$ cat config.mk
export PLATFORM = sky130hd
export DESIGN_NAME = nfc_frame_uid_matcher
export DESIGN_NICKNAME = d
export VERILOG_FILES = /design/src/nfcuid_pkg.sv /design/src/nfcuid_parser.sv /design/src/nfcuid_queue.sv /design/src/nfcuid_matcher.sv /design/src/nfc_frame_uid_matcher.sv
export SDC_FILE = /design/constraint.sdc
export NUM_CORES = 1
export LEC_CHECK = 0
export BUFFER_PORTS_ARGS = -buffer_cell sky130_fd_sc_hd__buf_4
export CORE_UTILIZATION = 47
export CTS_CLUSTER_DIAMETER = 120
export DETAILED_ROUTE_END_ITERATION = 6
export SYNTH_ARGS = -nofsm -noshare
export SYNTH_HDL_FRONTEND = slang
export SYNTH_HIERARCHICAL = 1
export SYNTH_SLANG_ARGS = --single-unit
$ cat constraint.sdc
create_clock -name clock -period 10.29 [get_ports clock]
set_clock_uncertainty 0.2 [all_clocks]
set_input_delay 1.029 -clock clock [delete_from_list [all_inputs] [get_ports clock]]
set_output_delay 1.029 -clock clock [all_outputs]
set_load 0.02 [all_outputs]
$ cat src/nfcuid_pkg.sv
package nfcuid_pkg;

   localparam int NUM_WORDS = 7;
   localparam int CSR_INDEX_W = 3;
   localparam int WORD_W = 32;
   localparam int QUEUE_DEPTH = 2;
   localparam int QUEUE_PTR_W = $clog2(QUEUE_DEPTH);
   localparam int QUEUE_CNT_W = $clog2(QUEUE_DEPTH + 1);

   localparam logic [7:0] HEADER_LEN = 8'd9;
   localparam logic [7:0] LEN_POS = 8'd9;
   localparam logic [7:0] LEN_CHECK_POS = 8'd10;
   localparam logic [7:0] PAYLOAD_START = 8'd11;
   localparam logic [7:0] UID_START = 8'd19;
   localparam logic [7:0] UID_END = 8'd22;
   localparam logic [7:0] POS_MAX = 8'hFF;
   localparam logic [8:0] LEN_OVERHEAD = 9'd13;
   localparam logic [8:0] MIN_TOTAL = 9'd23;

   localparam logic [WORD_W-1:0] CARD_RESET [NUM_WORDS] = '{
      32'hD2343F96, 32'hAF592904, 32'h3C4F5104, 32'h22E1721B,
      32'h529D1C47, 32'hA0FE9BA5, 32'hB05535BA
   };

   typedef enum logic [1:0] {
      ST_MATCH     = 2'd0,
      ST_UNKNOWN   = 2'd1,
      ST_SUM_BAD   = 2'd2,
      ST_FRAME_BAD = 2'd3
   } status_type;

   typedef struct packed {
      logic              frame_bad;
      logic              sum_bad;
      logic [WORD_W-1:0] uid;
   } frame_rec_type;

   // acknowledge frame and preamble: 00 00 FF 00 FF 00 00 00 FF
   function automatic logic [7:0] header_byte(input logic [3:0] pos);
      logic [7:0] value;
      case (pos)
         4'd2, 4'd4, 4'd8: value = 8'hFF;
         default:          value = 8'h00;
      endcase
      return value;
   endfunction

endpackage

$ cat src/nfcuid_parser.sv
module nfcuid_parser
   import nfcuid_pkg::*;
(
   input  logic          clock,
   input  logic          reset,
   input  logic          take,
   input  logic [7:0]    rx_byte,
   input  logic          last_byte,
   output logic          rec_push,
   output frame_rec_type rec
);

   logic [7:0]        pos_ff, pos_in;
   logic              hdr_good_ff, hdr_good_in;
   logic [7:0]        len_val_ff, len_val_in;
   logic [7:0]        len_sum_ff, len_sum_in;
   logic [7:0]        pay_sum_ff, pay_sum_in;
   logic [WORD_W-1:0] uid_ff, uid_in;
   logic              too_long_ff, too_long_in;
   logic [8:0]        total;

   assign total = {1'b0, pos_ff} + 9'd1;

   always_comb begin
      pos_in      = pos_ff;
      hdr_good_in = hdr_good_ff;
      len_val_in  = len_val_ff;
      len_sum_in  = len_sum_ff;
      pay_sum_in  = pay_sum_ff;
      uid_in      = uid_ff;
      too_long_in = too_long_ff;
      rec_push    = 1'b0;
      rec         = '0;
      if (take) begin
         if (!too_long_ff) begin
            if (pos_ff < HEADER_LEN && rx_byte != header_byte(pos_ff[3:0])) begin
               hdr_good_in = 1'b0;
            end
            if (pos_ff == LEN_POS) begin
               len_val_in = rx_byte;
            end
            if (pos_ff == LEN_POS || pos_ff == LEN_CHECK_POS) begin
               len_sum_in = len_sum_ff + rx_byte;
            end
            if (pos_ff >= PAYLOAD_START && !last_byte) begin
               pay_sum_in = pay_sum_ff + rx_byte;
            end
            if (pos_ff >= UID_START && pos_ff <= UID_END) begin
               uid_in = {uid_ff[WORD_W-9:0], rx_byte};
            end
            if (pos_ff == POS_MAX) begin
               too_long_in = 1'b1;
            end else begin
               pos_in = pos_ff + 8'd1;
            end
         end
         if (last_byte) begin
            rec_push      = 1'b1;
            rec.frame_bad = too_long_in || !hdr_good_in || (len_sum_in != 8'd0) ||
                            ({1'b0, len_val_in} + LEN_OVERHEAD != total) ||
                            (total < MIN_TOTAL);
            rec.sum_bad   = (pay_sum_in != 8'd0);
            rec.uid       = uid_in;
            // drop per-response state
            pos_in      = 8'd0;
            hdr_good_in = 1'b1;
            len_val_in  = 8'd0;
            len_sum_in  = 8'd0;
            pay_sum_in  = 8'd0;
            uid_in      = '0;
            too_long_in = 1'b0;
         end
      end
   end

   always_ff @(posedge clock) begin
      if (reset) begin
         pos_ff      <= 8'd0;
         hdr_good_ff <= 1'b1;
         len_val_ff  <= 8'd0;
         len_sum_ff  <= 8'd0;
         pay_sum_ff  <= 8'd0;
         uid_ff      <= '0;
         too_long_ff <= 1'b0;
      end else begin
         pos_ff      <= pos_in;
         hdr_good_ff <= hdr_good_in;
         len_val_ff  <= len_val_in;
         len_sum_ff  <= len_sum_in;
         pay_sum_ff  <= pay_sum_in;
         uid_ff      <= uid_in;
         too_long_ff <= too_long_in;
      end
   end

endmodule

$ cat src/nfcuid_queue.sv
module nfcuid_queue
   import nfcuid_pkg::*;
(
   input  logic          clock,
   input  logic          reset,
   input  logic          wr_en,
   input  frame_rec_type wr_data,
   input  logic          rd_en,
   output frame_rec_type rd_data,
   output logic          q_full,
   output logic          q_valid
);

   frame_rec_type          entry_ff [QUEUE_DEPTH];
   logic [QUEUE_PTR_W-1:0] wr_ptr_ff, wr_ptr_in;
   logic [QUEUE_PTR_W-1:0] rd_ptr_ff, rd_ptr_in;
   logic [QUEUE_CNT_W-1:0] count_ff, count_in;
   logic                   do_wr, do_rd;

   assign q_full  = (count_ff == QUEUE_CNT_W'(QUEUE_DEPTH));
   assign q_valid = (count_ff != '0);
   assign rd_data = entry_ff[rd_ptr_ff];
   assign do_wr   = wr_en && !q_full;
   assign do_rd   = rd_en && q_valid;

   always_comb begin
      wr_ptr_in = wr_ptr_ff;
      rd_ptr_in = rd_ptr_ff;
      count_in  = count_ff;
      if (do_wr) begin
         wr_ptr_in = (wr_ptr_ff == QUEUE_PTR_W'(QUEUE_DEPTH - 1)) ? '0 : wr_ptr_ff + 1'b1;
      end
      if (do_rd) begin
         rd_ptr_in = (rd_ptr_ff == QUEUE_PTR_W'(QUEUE_DEPTH - 1)) ? '0 : rd_ptr_ff + 1'b1;
      end
      if (do_wr && !do_rd) begin
         count_in = count_ff + 1'b1;
      end else if (do_rd && !do_wr) begin
         count_in = count_ff - 1'b1;
      end
   end

   always_ff @(posedge clock) begin
      if (reset) begin
         wr_ptr_ff <= '0;
         rd_ptr_ff <= '0;
         count_ff  <= '0;
      end else begin
         wr_ptr_ff <= wr_ptr_in;
         rd_ptr_ff <= rd_ptr_in;
         count_ff  <= count_in;
      end
   end

   always_ff @(posedge clock) begin
      if (do_wr) begin
         entry_ff[wr_ptr_ff] <= wr_data;
      end
   end

endmodule

$ cat src/nfcuid_matcher.sv
module nfcuid_matcher
   import nfcuid_pkg::*;
#(
   parameter int NUM_CARDS = NUM_WORDS
)(
   input  logic                   clock,
   input  logic                   reset,
   input  logic                   csr_wr_en,
   input  logic [CSR_INDEX_W-1:0] csr_index,
   input  logic [WORD_W-1:0]      csr_wdata,
   input  logic                   rec_valid,
   input  frame_rec_type          rec,
   output logic                   rec_pop,
   input  logic                   out_pop,
   output logic                   out_valid,
   output logic [1:0]             out_status,
   output logic [2:0]             out_index,
   output logic [WORD_W-1:0]      out_uid
);

   logic [WORD_W-1:0] card_word_ff [NUM_WORDS];
   logic              valid_ff, valid_in;
   status_type        status_ff, status_in;
   logic [2:0]        index_ff, index_in;
   logic [WORD_W-1:0] uid_ff;
   logic              hit;
   logic [2:0]        hit_index;

   always_ff @(posedge clock) begin
      if (reset) begin
         card_word_ff <= CARD_RESET;
      end else if (csr_wr_en && csr_index < CSR_INDEX_W'(NUM_WORDS)) begin
         card_word_ff[csr_index] <= csr_wdata;
      end
   end

   // lowest matching index wins
   always_comb begin
      hit       = 1'b0;
      hit_index = 3'd0;
      for (int k = NUM_CARDS - 1; k >= 0; k--) begin
         if (card_word_ff[k] == rec.uid) begin
            hit       = 1'b1;
            hit_index = 3'(k);
         end
      end
   end

   assign rec_pop = rec_valid && (!valid_ff || out_pop);

   always_comb begin
      valid_in  = valid_ff;
      status_in = status_ff;
      index_in  = index_ff;
      if (valid_ff && out_pop) begin
         valid_in = 1'b0;
      end
      if (rec_pop) begin
         valid_in = 1'b1;
         index_in = 3'd0;
         if (rec.frame_bad) begin
            status_in = ST_FRAME_BAD;
         end else if (rec.sum_bad) begin
            status_in = ST_SUM_BAD;
         end else if (hit) begin
            status_in = ST_MATCH;
            index_in  = hit_index;
         end else begin
            status_in = ST_UNKNOWN;
         end
      end
   end

   always_ff @(posedge clock) begin
      if (reset) begin
         valid_ff <= 1'b0;
      end else begin
         valid_ff <= valid_in;
      end
   end

   always_ff @(posedge clock) begin
      status_ff <= status_in;
      index_ff  <= index_in;
      if (rec_pop) begin
         uid_ff <= rec.uid;
      end
   end

   assign out_valid  = valid_ff;
   assign out_status = status_ff;
   assign out_index  = index_ff;
   assign out_uid    = uid_ff;

endmodule

$ cat src/nfc_frame_uid_matcher.sv
// Response frame checker and card identifier matcher.
// Request side is a queue write port: a response byte (req_rx_byte, with
// req_last_byte on the final byte) is taken at a clock edge with push high
// and full low. One byte per cycle is accepted back to back while full is low.
// Response side is a queue read port: while empty is low, rsp_status,
// rsp_card_index and rsp_card_uid hold the oldest result; pop takes it.
// One result is produced per response, on its last byte; other bytes
// produce none.
// A result passes the record queue and then the output register: the taking
// edge writes the record queue, and the output register loads it once free.
// The matcher compares the identifier against the first NUM_CARDS card words
// combinationally, so results drain one per cycle while pop is held high.
// When pop stays low the output register and the two-entry record queue
// fill, then full rises and bytes are held off until space frees.
// Card words are written through csr_wr_en/csr_index/csr_wdata, by the user
// only while idle (unenforced); indexes beyond the last word are ignored.
// Reset (synchronous) restores the card words to their defaults and clears
// the parser state, the record queue and the output valid flag.
module nfc_frame_uid_matcher
   import nfcuid_pkg::*;
#(
   parameter int NUM_CARDS = NUM_WORDS
)(
   input  logic                   clock,
   input  logic                   reset,
   input  logic                   push,
   output logic                   full,
   input  logic [7:0]             req_rx_byte,
   input  logic                   req_last_byte,
   output logic                   empty,
   input  logic                   pop,
   output logic [1:0]             rsp_status,
   output logic [2:0]             rsp_card_index,
   output logic [WORD_W-1:0]      rsp_card_uid,
   input  logic                   csr_wr_en,
   input  logic [CSR_INDEX_W-1:0] csr_index,
   input  logic [WORD_W-1:0]      csr_wdata
);

   logic          take;
   logic          rec_push;
   frame_rec_type rec_in;
   frame_rec_type rec_out;
   logic          rec_valid;
   logic          rec_pop;
   logic          q_full;
   logic          out_valid;

   assign take  = push && !q_full;
   assign full  = q_full;
   assign empty = !out_valid;

   nfcuid_parser u_parser (
      .clock     (clock),
      .reset     (reset),
      .take      (take),
      .rx_byte   (req_rx_byte),
      .last_byte (req_last_byte),
      .rec_push  (rec_push),
      .rec       (rec_in)
   );

   nfcuid_queue u_queue (
      .clock   (clock),
      .reset   (reset),
      .wr_en   (rec_push),
      .wr_data (rec_in),
      .rd_en   (rec_pop),
      .rd_data (rec_out),
      .q_full  (q_full),
      .q_valid (rec_valid)
   );

   nfcuid_matcher #(
      .NUM_CARDS (NUM_CARDS)
   ) u_matcher (
      .clock      (clock),
      .reset      (reset),
      .csr_wr_en  (csr_wr_en),
      .csr_index  (csr_index),
      .csr_wdata  (csr_wdata),
      .rec_valid  (rec_valid),
      .rec        (rec_out),
      .rec_pop    (rec_pop),
      .out_pop    (pop),
      .out_valid  (out_valid),
      .out_status (rsp_status),
      .out_index  (rsp_card_index),
      .out_uid    (rsp_card_uid)
   );

endmodule
# After elaboration in Yosys (flattened, before gate mapping)

Memories as Yosys holds them, arrays and structs flattened. A register that Yosys moved wholly into a read port is not among the register bits.
Index checks and enable logic that the tools add are counted.

Register bits: 332
Latch bits: 0
Bits in writable memories: 68
ROM bits: 0
Output and inout bits: 39
Logic and storage cells: 158
Memories kept: 1

Add/sub/neg operators: 9
Multipliers: 0
Divide/modulo/power cells: 0
Magnitude comparators: 8
Equality and inequality tests: 18
Shifts and indexed selects: 0
Multiplexer cells: 61
Bitwise gates (word level): 2
Reductions and logical operators: 35

Memory list:

| memory           | words | bits a word | rd ports | clocked after Yosys merged registers in | write ports | RTL line           | text |
|---|---|---|---|---|---|---|---|
| u_queue.entry_ff | 2     | 34          | 1        | 1                                       | 1           | nfcuid_queue.sv:14 | `frame_rec_type entry_ff [QUEUE_DEPTH];` |

Operator list:

| kind                                                               | number |
|---|---|
| bitwise mux 224 bit                                                | 1 |
| == test 32 bit                                                     | 7 |
| 2-to-1 mux 8 bit                                                   | 18 |
| 2-to-1 mux 32 bit                                                  | 4 |
| demux 32 bit (select 3 bit)                                        | 1 |
| 2-to-1 mux 34 bit                                                  | 2 |
| 2-to-1 mux 1 bit                                                   | 28 |
| adder 8 bit                                                        | 2 |
| == test 8 x 4 -> 1 bit (second input constant)                     | 2 |
| nonzero test 8 bit                                                 | 2 |
| logical AND 1 bit                                                  | 12 |
| adder 8 x 1 -> 9 bit (second input constant)                       | 1 |
| adder 8 x 4 -> 9 bit (second input constant)                       | 1 |
| < comparator 9 x 5 -> 1 bit (second input constant)                | 1 |
| 2-to-1 mux 3 bit                                                   | 3 |
| inequality test 9 bit                                              | 1 |
| adder 8 x 1 -> 8 bit (second input constant)                       | 1 |
| == test 8 bit (second input constant)                              | 1 |
| greater-or-equal comparator 8 x 4 -> 1 bit (second input constant) | 1 |
| greater-or-equal comparator 8 x 5 -> 1 bit (second input constant) | 1 |
| <= comparator 8 x 5 -> 1 bit (second input constant)               | 1 |
| < comparator 8 x 4 -> 1 bit (second input constant)                | 1 |
| 2-to-1 mux 2 bit                                                   | 4 |
| inequality test 8 bit                                              | 1 |
| 22 further kinds                                                   | 36 |

# Longest topological paths before layout

Gate-level depths: netlist of run 1.

Depth after elaboration: 17
Depth in mapped cells: 14
Depth with buffers taken out: 14

# By module

The synthesis of run 1 kept the hierarchy.

Modules (own cells, without submodules):

| module                | instances | cells each | area an instance (µm²) | sequential area each (µm²) |
|---|---|---|---|---|
| nfcuid_matcher        | 1         | 1377       | 11967.7                | 5615.4 |
| nfcuid_parser         | 1         | 579        | 4421.7                 | 1321.3 |
| nfcuid_queue          | 1         | 131        | 2667.6                 | 2142.1 |
| nfc_frame_uid_matcher | 1         | 2          | 17.5                   | 0.0 |

# Worst setup path after synthesis of run 1

OpenSTA, ideal clock, no wires.

Kind: input -> register
From: input pop
To: register u_queue.count_ff[1]
Library setup time: 0.070 ns
Data arrival time: 5.470 ns
Data required time: 10.020 ns
Slack: 4.551 ns
Cell stages on the path: 7
Path buffers: 0
Cells stage by stage: inv_1 a21boi_0 o21ai_0 ha_1 xor2_1 or3_1 a21oi_1

Longest elaborated chain between the ends: 6
Elaborated cells on any way between the ends: 8
Those cells by class: mux (1); reduce/logical (7)

Ends and longest elaborated chain:

| what                                                          | RTL line                    | text |
|---|---|---|
| from (decl)                                                   | nfc_frame_uid_matcher.sv:31 | `input logic pop,` |
| logical OR 1 bit (*)                                          | nfcuid_matcher.sv:49        | `assign rec_pop = rec_valid && (!valid_ff \|\| out_pop);` |
| logical AND 1 bit (*)                                         | nfcuid_matcher.sv:49        |  |
| net rec_pop                                                   | nfc_frame_uid_matcher.sv:45 | `logic rec_pop;` |
| logical AND 1 bit (*)                                         | nfcuid_queue.sv:24          | `assign do_rd = rd_en && q_valid;` |
| logical NOT 1 bit                                             | nfcuid_queue.sv:36          | `if (do_wr && !do_rd) begin` |
| logical AND 1 bit                                             | nfcuid_queue.sv:36          |  |
| 2-to-1 mux 2 bit / nonzero test 2 bit (equally long branches) | n/a                         |  |
| to (signal assigned)                                          | nfcuid_queue.sv:51          | `count_ff <= count_in;` |
| to (decl)                                                     | nfcuid_queue.sv:17          | `logic [QUEUE_CNT_W-1:0] count_ff, count_in;` |

Mark *: on every way through the listed nets, which the timed path passes. The rest lies on a longest branch.
A chain may end at the register's enable or synchronous reset.

==> summary.md, run 1 <==
| Metric | Value |
|---|---|
| CTS tree | `done` |
| NumNets Final | `2175` |
| Synth warnings | `6` |
| CP most frequent cell | `nand2_1` |
| Worst path cell trace | `inv_1 -> ha_1 -> nor4bb_1 -> nand2_1 -> nand2_1 -> nand2_1 -> ha_1 -> xnor2_1 -> o311a_1 -> o21ai_0 -> or4_1 -> a2111oi_1 -> a21oi_1` |
| Clock power frac | `36.4%` |
| Setup_tns | `0 ns` |
| Share of the clock period used by the worst path | `42.6%` |
| Pwr Density | `215 nW/um2` |
| Post-synthesis sequential area ratio | `47.6%` |
| Worst Tran Pin Value | `1.04 ns` |
| Largest net degree at the start of global routing | `109` |
| Max-cap violations | `0` |
| Setup crit start kind | `flip-flop` |
| Critical path type | `reg -> reg` |
| Comb pwr share | `23.5%` |
| Slew headroom | `30.6%` |
| Filler instances | `3631` |
| PostCTS Resize Cnt | `0` |
| Crit path from | `u_parser/pos_ff[1]$_SDFFE_PP0P_` |
| Die W | `203 um` |
| Die height | `203 um` |
| Most frequent cells in the layout | `nand2_1, dfxtp_1, a21oi_1, xor2_1, nand3b_1` |
| Post-Syn Nets | `2161` |
| Synth async-reset ratio | `0%` |
| Setup crit end kind | `flip-flop` |
| GRT Residual Overflow | `0` |
| Core Footprint | `39900 um2` |
| Synth cell types | `74` |
| IO Pins | `88` |
| Port-buffer cells | `87` |
| Tmin final | `4.38 ns` |
| Site Rows | `73` |
| Root buffer cell | `clkbuf_16` |
| Clk sink count | `401` |
| Worst r2r src | `u_parser/pos_ff[1]$_SDFFE_PP0P_` |
| CP Data Required Time | `10.38 ns` |
| Seq pwr share | `40.1%` |
| Register area | `9080 um2` |
| DPL Wire Length | `36.5 mm` |
| Post-CTS setup buffer count | `0` |
| Area occupied by multi-input gates | `9190 um2` |
| Syn Area/Cell | `9.13 um2` |
| Final hold vios | `0` |
| CP arrival | `4.47 ns` |
| CP peak stage delay | `0.69 ns` |
| DR pass1 iterations | `6` |
| Total CTS buffers | `44` |
| Commonest non-fill, non-tap cell in the layout | `nand2_1` |
| Iter 0 DRT Violations | `1502` |
| Hold WS | `0.264 ns` |
| Yosys reg bits | `401` |
| Area growth syn-to-layout | `11.9%` |
| Clk_lat worst skew | `0.57 ns` |
| Synth Flop Type | `dfxtp_1` |
| Fmax | `0.228 GHz` |
| Post-route ant nets | `0` |
| DRC Markers | `0` |
| CP max FO | `9` |
| Leak | `8.03 nW` |
| Vias in the first global route | `14300` |
| Mapped cell area | `19100 um2` |
| WL per Instance | `21.3 um` |
| Final wirelength | `56.8 mm` |
| First-pass GRT wire length | `85.9 mm` |
| Vias per cell | `5.66` |
| Layout cells sized above 1 | `11.8%` |
| Die area | `41400 um2` |
| CTS H-Tree Depth | `2` |
| RSZ-0062 raised after global routing | `false` |
| Hold Crit Start | `u_matcher/card_word_ff[86]$_SDFFE_PP0P_` |
| Pint | `3.16 mW` |
| Hold-fix buffers at CTS | `0` |
| Switching power | `1.44 mW` |
| VDD IR max | `231 uV` |
| Post-Synthesis Cells | `2089` |
| Final setup fails | `0` |
| Total GRT Usage | `27.3%` |
| GPL Wtd Cong | `0.878` |
| Clock Tree Buf Depth | `3` |
| Hold crit path type | `reg -> reg` |
| Clock Pin Slew Worst Setup and Hold Paths | `0.05 ns` |
| Via count | `15100` |
| Number of synthesized flops with an enable pin | `105` |
| Slowest cell on the critical path | `nor4bb_1` |
| Final Max Tran Viols | `0` |
| Initial core utilization | `47.8%` |
| Initial antenna violation count | `2` |
| Outcome | `finished clean` |
| Sw Share | `31.3%` |
==> path summary, 6_finish.rpt <==
check        cells after the start                                       to  slack [ns]
max                             13        u_queue/entry_ff[1][33]$_DFFE_PP_        5.91
min                              2  u_matcher/card_word_ff[86]$_SDFFE_PP0P_        0.26
max reg2reg                     13        u_queue/entry_ff[1][33]$_DFFE_PP_        5.91
min reg2reg                      2  u_matcher/card_word_ff[86]$_SDFFE_PP0P_        0.26
==> power by group through the flow <==
stage | clock network (mW) | logic [mW] | registers [mW]
CTS | 1.70 | 1.08 | 1.85
floorplan | 0 | 0.663 | 1.96
global route | 1.77 | 1.14 | 1.86
global placement | 0 | 1.07 | 1.88
finish | 1.67 | 1.08 | 1.84
detailed placement | 0 | 1.07 | 1.88
==> cell families (layout without fill, tap and decap cells) <==
group | Yosys count | after routing | share of synthesized area [%]
other cells | 0 | 2 | 0
flops | 401 | 401 | 47.6
fa+ha+maj | 23 | 23 | 1.59
mux | 48 | 48 | 2.79
buf+inv | 156 | 204 | 4.43
simple gates | 906 | 906 | 22.4
compound gates | 305 | 305 | 9.66
xor+xnor | 250 | 250 | 11.6
==> per-layer routing <==
metal	global-route usage, %	wire length [um]	vias to the layer above
met1	37.0	25000	7349
met5	0	0	-
met2	44.4	26500	534
li1	-	-	7123
met4	8.59	1470	0
met3	4.38	3810	81
==> stage by stage <==
stage / utilization [%] / area, um2 / worst slack (ns) / power, mW / instances
6_report: 53.5 / 21300 / 5.91 / 4.60 / 2664
4_1_cts: 53.5 / 21300 / 5.98 / 4.63 / 2662
2_1_floorplan: - / 19100 / 4.55 / 2.62 / 2089
3_3_place_gp: 49.6 / 19800 / 6.04 / 2.95 / 2582
3_5_place_dp: 49.6 / 19800 / 6.01 / 2.95 / 2582
5_1_grt: 53.5 / 21300 / 5.66 / 4.77 / 2662
==> flip-flops by register name (all words and copies together), names as in the netlist, 2 cells and up, named ones only <==
name / count
u_matcher/card_word_ff: 224
u_matcher/out_index: 3
u_matcher/out_status: 2
u_matcher/out_uid: 32
u_parser/len_sum_ff: 8
u_parser/len_val_ff: 8
u_parser/pay_sum_ff: 8
u_parser/pos_ff: 8
u_parser/uid_ff: 32
u_queue/count_ff: 2
u_queue/entry_ff: 68
==> synth_stat cells, drive strengths merged (28+ instances only) <==
master  number  area share [%]
a21oi      175             4.6
nor2       103             2.1
clkbuf      94             1.9
edfxtp     105              17
xnor2       80             3.7
nor4        51             1.8
mux2        38             2.3
buf         50             2.3
nand2      542              11
o21ai       28            0.73
nand4       29            0.95
nand3b     114             4.6
xor2       169             7.8
a22oi       53             2.1
dfxtp      296              31
==> worst max-delay path, delay by kind of cell (launching register included) <==
kind                     cells  cell delay (ns)
AO/OA/AOI/OAI                4             0.89
XOR/XNOR                     1             0.16
adder cells (fa/ha/maj)      2             0.53
buffers and inverters        1             0.13
flip-flops                   1             0.38
AND/OR/NAND/NOR              5             1.82
==> final cells by class <==
class | instances | share of cell area [%]
flip-flops and latches | 401 | 42.5
well taps | 525 | 3.08
clock buffers | 59 | 5.90
multi-input cells | 1532 | 43.0
inverters | 12 | 0.211
clock inverters | 21 | 1.25
repair buffers | 112 | 3.97
diodes | 2 | 0.0234
Power figures use the tool's default switching activity.
==> run 2: changes to the inputs <==
==> constraint.sdc (replaced) <==
create_clock -name clock -period 4.35 [get_ports clock]
set_clock_uncertainty 0.2 [all_clocks]
set_input_delay 0.435 -clock clock [delete_from_list [all_inputs] [get_ports clock]]
set_output_delay 0.435 -clock clock [all_outputs]
set_load 0.02 [all_outputs]
==> run 2 against run 1 <==
Effect of this change:
- sequential share of layout area down 0.79 points
- final area up 1.9%
- critical endpoint unchanged
- first-iteration DRC count down 21%
- die area unchanged
- largest power group unchanged
- highest routed layer unchanged
- largest cell class unchanged
- cell count up 1.8%
==> summary.md, run 2 (synthesized netlist as in run 1, its figures left out) <==
| Metric | Value |
|---|---|
| Outcome | `finished clean` |
| WL per Instance | `21.3 um` |
| CP max FO | `9` |
| RSZ-0062 raised after global routing | `false` |
| Layout cells sized above 1 | `11.9%` |
| Setup crit end kind | `flip-flop` |
| Final setup fails | `0` |
| Tmin final | `4.05 ns` |
| Die area | `41400 um2` |
| Critical path type | `reg -> reg` |
| PostCTS Resize Cnt | `0` |
| Fmax | `0.247 GHz` |
| Pwr Total | `10.9 mW` |
| Worst Tran Pin Value | `0.904 ns` |
| Final hold vios | `0` |
| Crit path from | `u_parser/pos_ff[1]$_SDFFE_PP0P_` |
| Port-buffer cells | `87` |
| Area growth syn-to-layout | `14.0%` |
| Slew headroom | `39.1%` |
| Leak | `8.21 nW` |
| GPL Wtd Cong | `0.880` |
| Clock Tree Buf Depth | `3` |
| Die W | `203 um` |
| Site Rows | `73` |
| IO Pins | `88` |
| Largest regs | `u_matcher/card_word_ff: 224 flops, u_queue/entry_ff: 68 flops` |
| CP Data Required Time | `4.45 ns` |
| Final wirelength | `57.9 mm` |
| Iter 0 DRT Violations | `1183` |
| Initial core utilization | `47.8%` |
| DRC Markers | `0` |
| Commonest non-fill, non-tap cell in the layout | `nand2_1` |
| GRT Residual Overflow | `0` |
| CTS tree | `done` |
| Setup crit start kind | `flip-flop` |
| First-pass GRT wire length | `87.6 mm` |
| Min setup slack post-route | `0.305 ns` |
| Total CTS buffers | `46` |
| Most frequent cells in the layout | `nand2_1, dfxtp_1, a21oi_1, xor2_1, buf_4` |
| Vias in the first global route | `14600` |
| CP arrival | `4.15 ns` |
| CTS H-Tree Depth | `2` |
| Clk_lat worst skew | `0.59 ns` |
| Clk sink count | `401` |
| Max reg flops | `224` |
| Die height | `203 um` |
| Biggest register | `u_matcher/card_word_ff` |
| Reg2Reg Setup Slack | `0.30 ns` |
| Largest net degree at the start of global routing | `113` |
| Final Max Tran Viols | `0` |
| Worst setup path endpoint | `u_queue/entry_ff[1][33]$_DFFE_PP_` |
| FF-to-FF End | `u_queue/entry_ff[1][33]$_DFFE_PP_` |
| Total GRT Usage | `28.0%` |
| Initial antenna violation count | `2` |
| Pwr Density | `500 nW/um2` |
| DP Worst Slack | `0.372 ns` |
| Worst r2r src | `u_parser/pos_ff[1]$_SDFFE_PP0P_` |
| NumNets Final | `2221` |
| Via count | `15100` |
| Setup_tns | `0 ns` |
| DPL Wire Length | `37.3 mm` |
| Share of the clock period used by the worst path | `93.0%` |
| Clock Pin Slew Worst Setup and Hold Paths | `0.06 ns` |
| VDD IR max | `537 uV` |
| Root buffer cell | `clkbuf_16` |
| Hold crit path type | `in -> reg` |
| Post-route ant nets | `0` |
| Post-CTS setup buffer count | `0` |
| Max-cap violations | `0` |
| Vias per cell | `5.58` |
| Depth of the worst register-to-register path | `12` |
| DR pass1 iterations | `5` |
| Hold-fix buffers at CTS | `32` |
| Core Footprint | `39900 um2` |
==> run 2: layer usage <==
metal / GRT usage [%] / wire, um / vias up
met5: 0 / 0 / -
met4: 10.2 / 1800 / 0
met3: 4.14 / 3640 / 106
met2: 45.3 / 27100 / 487
met1: 37.9 / 25400 / 7303
li1: - / - / 7237
==> run 2: how the worst min path moves through the flow <==
stage                                                        start                                       end  slack (ns)  depth (start not counted)
final                                                          pop          u_matcher/out_valid$_SDFFE_PP0P_        0.03                          4
after global routing                                           pop          u_matcher/out_valid$_SDFFE_PP0P_        0.03                          4
after CTS                                           req_rx_byte[2]       u_parser/len_val_ff[2]$_SDFFE_PP0P_        0.01                          3
after detailed placement   u_matcher/card_word_ff[95]$_SDFFE_PP0P_   u_matcher/card_word_ff[95]$_SDFFE_PP0P_        0.26                          2
after global placement    u_matcher/card_word_ff[207]$_SDFFE_PP0P_  u_matcher/card_word_ff[207]$_SDFFE_PP0P_        0.25                          2
after floorplan             u_matcher/card_word_ff[0]$_SDFFE_PP0P_    u_matcher/card_word_ff[0]$_SDFFE_PP0P_        0.25                          2
==> run 2: final cells by class <==
| type | instances | area (um2) |
|---|---|---|
| fill | 3655 | 18200 |
| clock inverter | 19 | 218 |
| clock buffer | 67 | 1280 |
| multi-input combinational | 1532 | 9190 |
| inverter | 12 | 45.0 |
| sequential | 401 | 9080 |
| antenna | 1 | 2.50 |
| tap | 525 | 657 |
| timing repair buffer | 156 | 1280 |
==> run 2: critical path, cell delays in order (launching register included) <==
cell and delay (ns):
dfxtp_1 0.39, inv_1 0.14, ha_1 0.23, or4bb_4 0.59, nor2_8 0.11, mux2_4 0.32, ha_1 0.29, xnor2_1 0.17
o311a_1 0.17, o21ai_0 0.07, or4_1 0.51, a2111oi_1 0.41, a21oi_1 0.16
==> run 2: where the power goes <==
group | internal [mW] | switching (mW) | total, mW
registers | 4.24 | 0.139 | 4.37
logic | 0.877 | 1.74 | 2.62
clock network | 2.29 | 1.58 | 3.87
total | 7.40 | 3.47 | 10.9
==> run 2: metrics by stage <==
| step | cell area (um2) | std cells | hold WS, ns | utilization (%) |
|---|---|---|---|---|
| after floorplan | 19100 | 2089 | 0.248 | - |
| after global placement | 19900 | 2594 | 0.253 | 49.9 |
| after detailed placement | 19900 | 2594 | 0.259 | 49.9 |
| after CTS | 21700 | 2712 | 0.00961 | 54.5 |
| after global routing | 21800 | 2713 | 0.0258 | 54.5 |
| final | 21800 | 2713 | 0.0303 | 54.5 |
==> run 3: changes to the inputs <==
--- a/config.mk
+++ b/config.mk
@@ -6,9 +6,11 @@
 export NUM_CORES = 1
 export LEC_CHECK = 0
 export BUFFER_PORTS_ARGS = -buffer_cell sky130_fd_sc_hd__buf_4
+export CORE_MARGIN = 3
 export CORE_UTILIZATION = 47
 export CTS_CLUSTER_DIAMETER = 120
 export DETAILED_ROUTE_END_ITERATION = 6
+export RECOVER_POWER = 25
 export SYNTH_ARGS = -nofsm -noshare
 export SYNTH_HDL_FRONTEND = slang
 export SYNTH_HIERARCHICAL = 1
==> run 3 against run 2 <==
Effect of this change:
- the flow now finishes with violations (capacitance limit, slew limit)
- utilization decreased by 0.19 points
- sequential share of layout area grew 0.14 points
- worst hold slack better by 0.012 ns
- flip-flop and latch count did not move
- register-to-register slack hardly changed
- power down 0.46%
- first-iteration DRC count increased by 20%
- final area is 0.34% lower
- non-clock buffer count fell by 2
- combinational power decreased by 2%
- critical path type unchanged
- largest power group unchanged
- highest routed layer unchanged
==> summary.md, run 3 (synthesized netlist as in run 1, its figures left out) <==
| Metric | Value |
|---|---|
| Pint | `7.42 mW` |
| Layout Cells excl Fill | `2705` |
| Root buffer cell | `clkbuf_16` |
| Total GRT Usage | `25.6%` |
| Pwr Density | `499 nW/um2` |
| Biggest register | `u_matcher/card_word_ff` |
| Hold WS | `0.0426 ns` |
| WL per Instance | `21.0 um` |
| PostCTS Resize Cnt | `0` |
| Post-DP Area | `19900 um2` |
| Most frequent cells in the layout | `nand2_1, dfxtp_1, a21oi_1, xor2_1, buf_4` |
| Placed cells | `2591` |
| Layout cells sized above 1 | `11.7%` |
| CP max FO | `9` |
| Comb pwr share | `23.7%` |
| Pwr Total | `10.8 mW` |
| Largest net degree at the start of global routing | `117` |
| Total CTS buffers | `44` |
| Port-buffer cells | `87` |
| Failing checks | `capacitance limit, slew limit` |
| Outcome | `finished, violations left` |
| DRC Markers | `0` |
| Crit path from | `u_parser/pos_ff[1]$_SDFFE_PP0P_` |
| Final hold vios | `0` |
| Area growth syn-to-layout | `13.6%` |
| Die area | `43000 um2` |
| CTS H-Tree Depth | `2` |
| Final setup fails | `0` |
| Initial core utilization | `47.8%` |
| Seq pwr share | `40.5%` |
| CP Data Required Time | `4.44 ns` |
| Max-cap violations | `6` |
| CTS tree | `done` |
| Iter 0 DRT Violations | `1415` |
| Clock Tree Buf Depth | `3` |
| Die W | `207 um` |
| Clock power frac | `35.8%` |
| Final Max Tran Viols | `400` |
| Slew headroom | `-53.8%` |
| Die height | `207 um` |
| Post-route ant nets | `0` |
| Leak | `8.17 nW` |
| RSZ-0062 raised after global routing | `false` |
| Site Rows | `73` |
| First-pass GRT wire length | `87.1 mm` |
| Switching power | `3.40 mW` |
| Setup_tns | `0 ns` |
| Clk sink count | `401` |
| Tmin final | `4.06 ns` |
| NumNets Final | `2217` |
| DR pass1 iterations | `5` |
| Hold Crit Start | `pop` |
| Fmax | `0.246 GHz` |
| DPL Wire Length | `37.2 mm` |
| Via count | `15300` |
| GPL Wtd Cong | `0.865` |
| Core Footprint | `39900 um2` |
| Commonest non-fill, non-tap cell in the layout | `nand2_1` |
| Post-route cell area | `21700 um2` |
| Final wirelength | `56.7 mm` |
| Largest regs | `u_matcher/card_word_ff: 224 flops, u_queue/entry_ff: 68 flops` |
| Max reg flops | `224` |
| Critical path type | `reg -> reg` |
| # diodes | `0` |
| Hold crit path type | `in -> reg` |
| Setup crit end kind | `flip-flop` |
| CP arrival | `4.15 ns` |
| Clk_lat worst skew | `0.57 ns` |
| VDD IR max | `786 uV` |
| Share of the clock period used by the worst path | `93.3%` |
| GRT Residual Overflow | `0` |
| Clock Pin Slew Worst Setup and Hold Paths | `0.06 ns` |
| Worst r2r src | `u_parser/pos_ff[1]$_SDFFE_PP0P_` |
| Vias per cell | `5.64` |
| Worst Tran Pin Value | `2.31 ns` |
| Vias in the first global route | `14600` |
| Sw Share | `31.4%` |
| Initial antenna violation count | `1` |
| Setup crit start kind | `flip-flop` |
| IO Pins | `88` |
## run 3: stage by stage
| stage | setup slack [ns] | utilization [%] |
|---|---|---|
| 2_1_floorplan | 0.300 | - |
| 3_3_place_gp | 0.440 | 49.9 |
| 3_5_place_dp | 0.316 | 49.9 |
| 4_1_cts | 0.294 | 54.4 |
| 5_1_grt | 0.00762 | 54.3 |
| 6_report | 0.291 | 54.3 |
## run 3: area by class of cell
cell class                      count  area [um2]
Multi-Input combinational cell   1532        9190
Fill cell                        3611       18200
Clock buffer                       61        1260
Timing Repair Buffer              154        1220
Sequential cell                   401        9080
Inverter                           12        45.0
Tap cell                          525         657
Clock inverter                     20         236
## run 3: worst paths after layout
check	slack, ns	endpoint	cells after the start
max	0.29	u_queue/entry_ff[1][33]$_DFFE_PP_	12
max reg2reg	0.29	u_queue/entry_ff[1][33]$_DFFE_PP_	12
min reg2reg	0.26	u_matcher/card_word_ff[68]$_SDFFE_PP0P_	2
min	0.04	u_matcher/out_valid$_SDFFE_PP0P_	4
## run 3: metal layers
metal | track usage [%] | wire, um | part of all wire, %
met3 | 3.40 | 3310 | 5.8
met5 | 0 | 0 | 0
met1 | 35.1 | 25100 | 44
met2 | 42.2 | 26800 | 47
met4 | 8.45 | 1510 | 2.7
## run 3: what timing repair did
action                    in CTS  in global routing
hold buffers                  33                  0
buffers inserted               0                  0
hold endpoints to repair     203                  0
## run 3: worst max-delay path, cell delays in order (launching register included)
cell,delay (ns)
dfxtp_1,0.39
inv_1,0.13
ha_1,0.25
or4bb_4,0.60
nor2_8,0.11
mux2_4,0.33
ha_1,0.29
xnor2_1,0.17
o311a_1,0.18
o21ai_0,0.07
or4_1,0.51
a2111oi_1,0.40
a21oi_1,0.15
## run 3: power by group through the flow
| stage | Combinational, mW | Sequential (mW) | Clock, mW |
|---|---|---|---|
| finish | 2.56 | 4.38 | 3.87 |
| global route | 2.74 | 4.41 | 4.07 |
| CTS | 2.58 | 4.39 | 3.94 |
| detailed placement | 2.54 | 4.46 | 0 |
| global placement | 2.53 | 4.46 | 0 |
| floorplan | 1.57 | 4.62 | 0 |
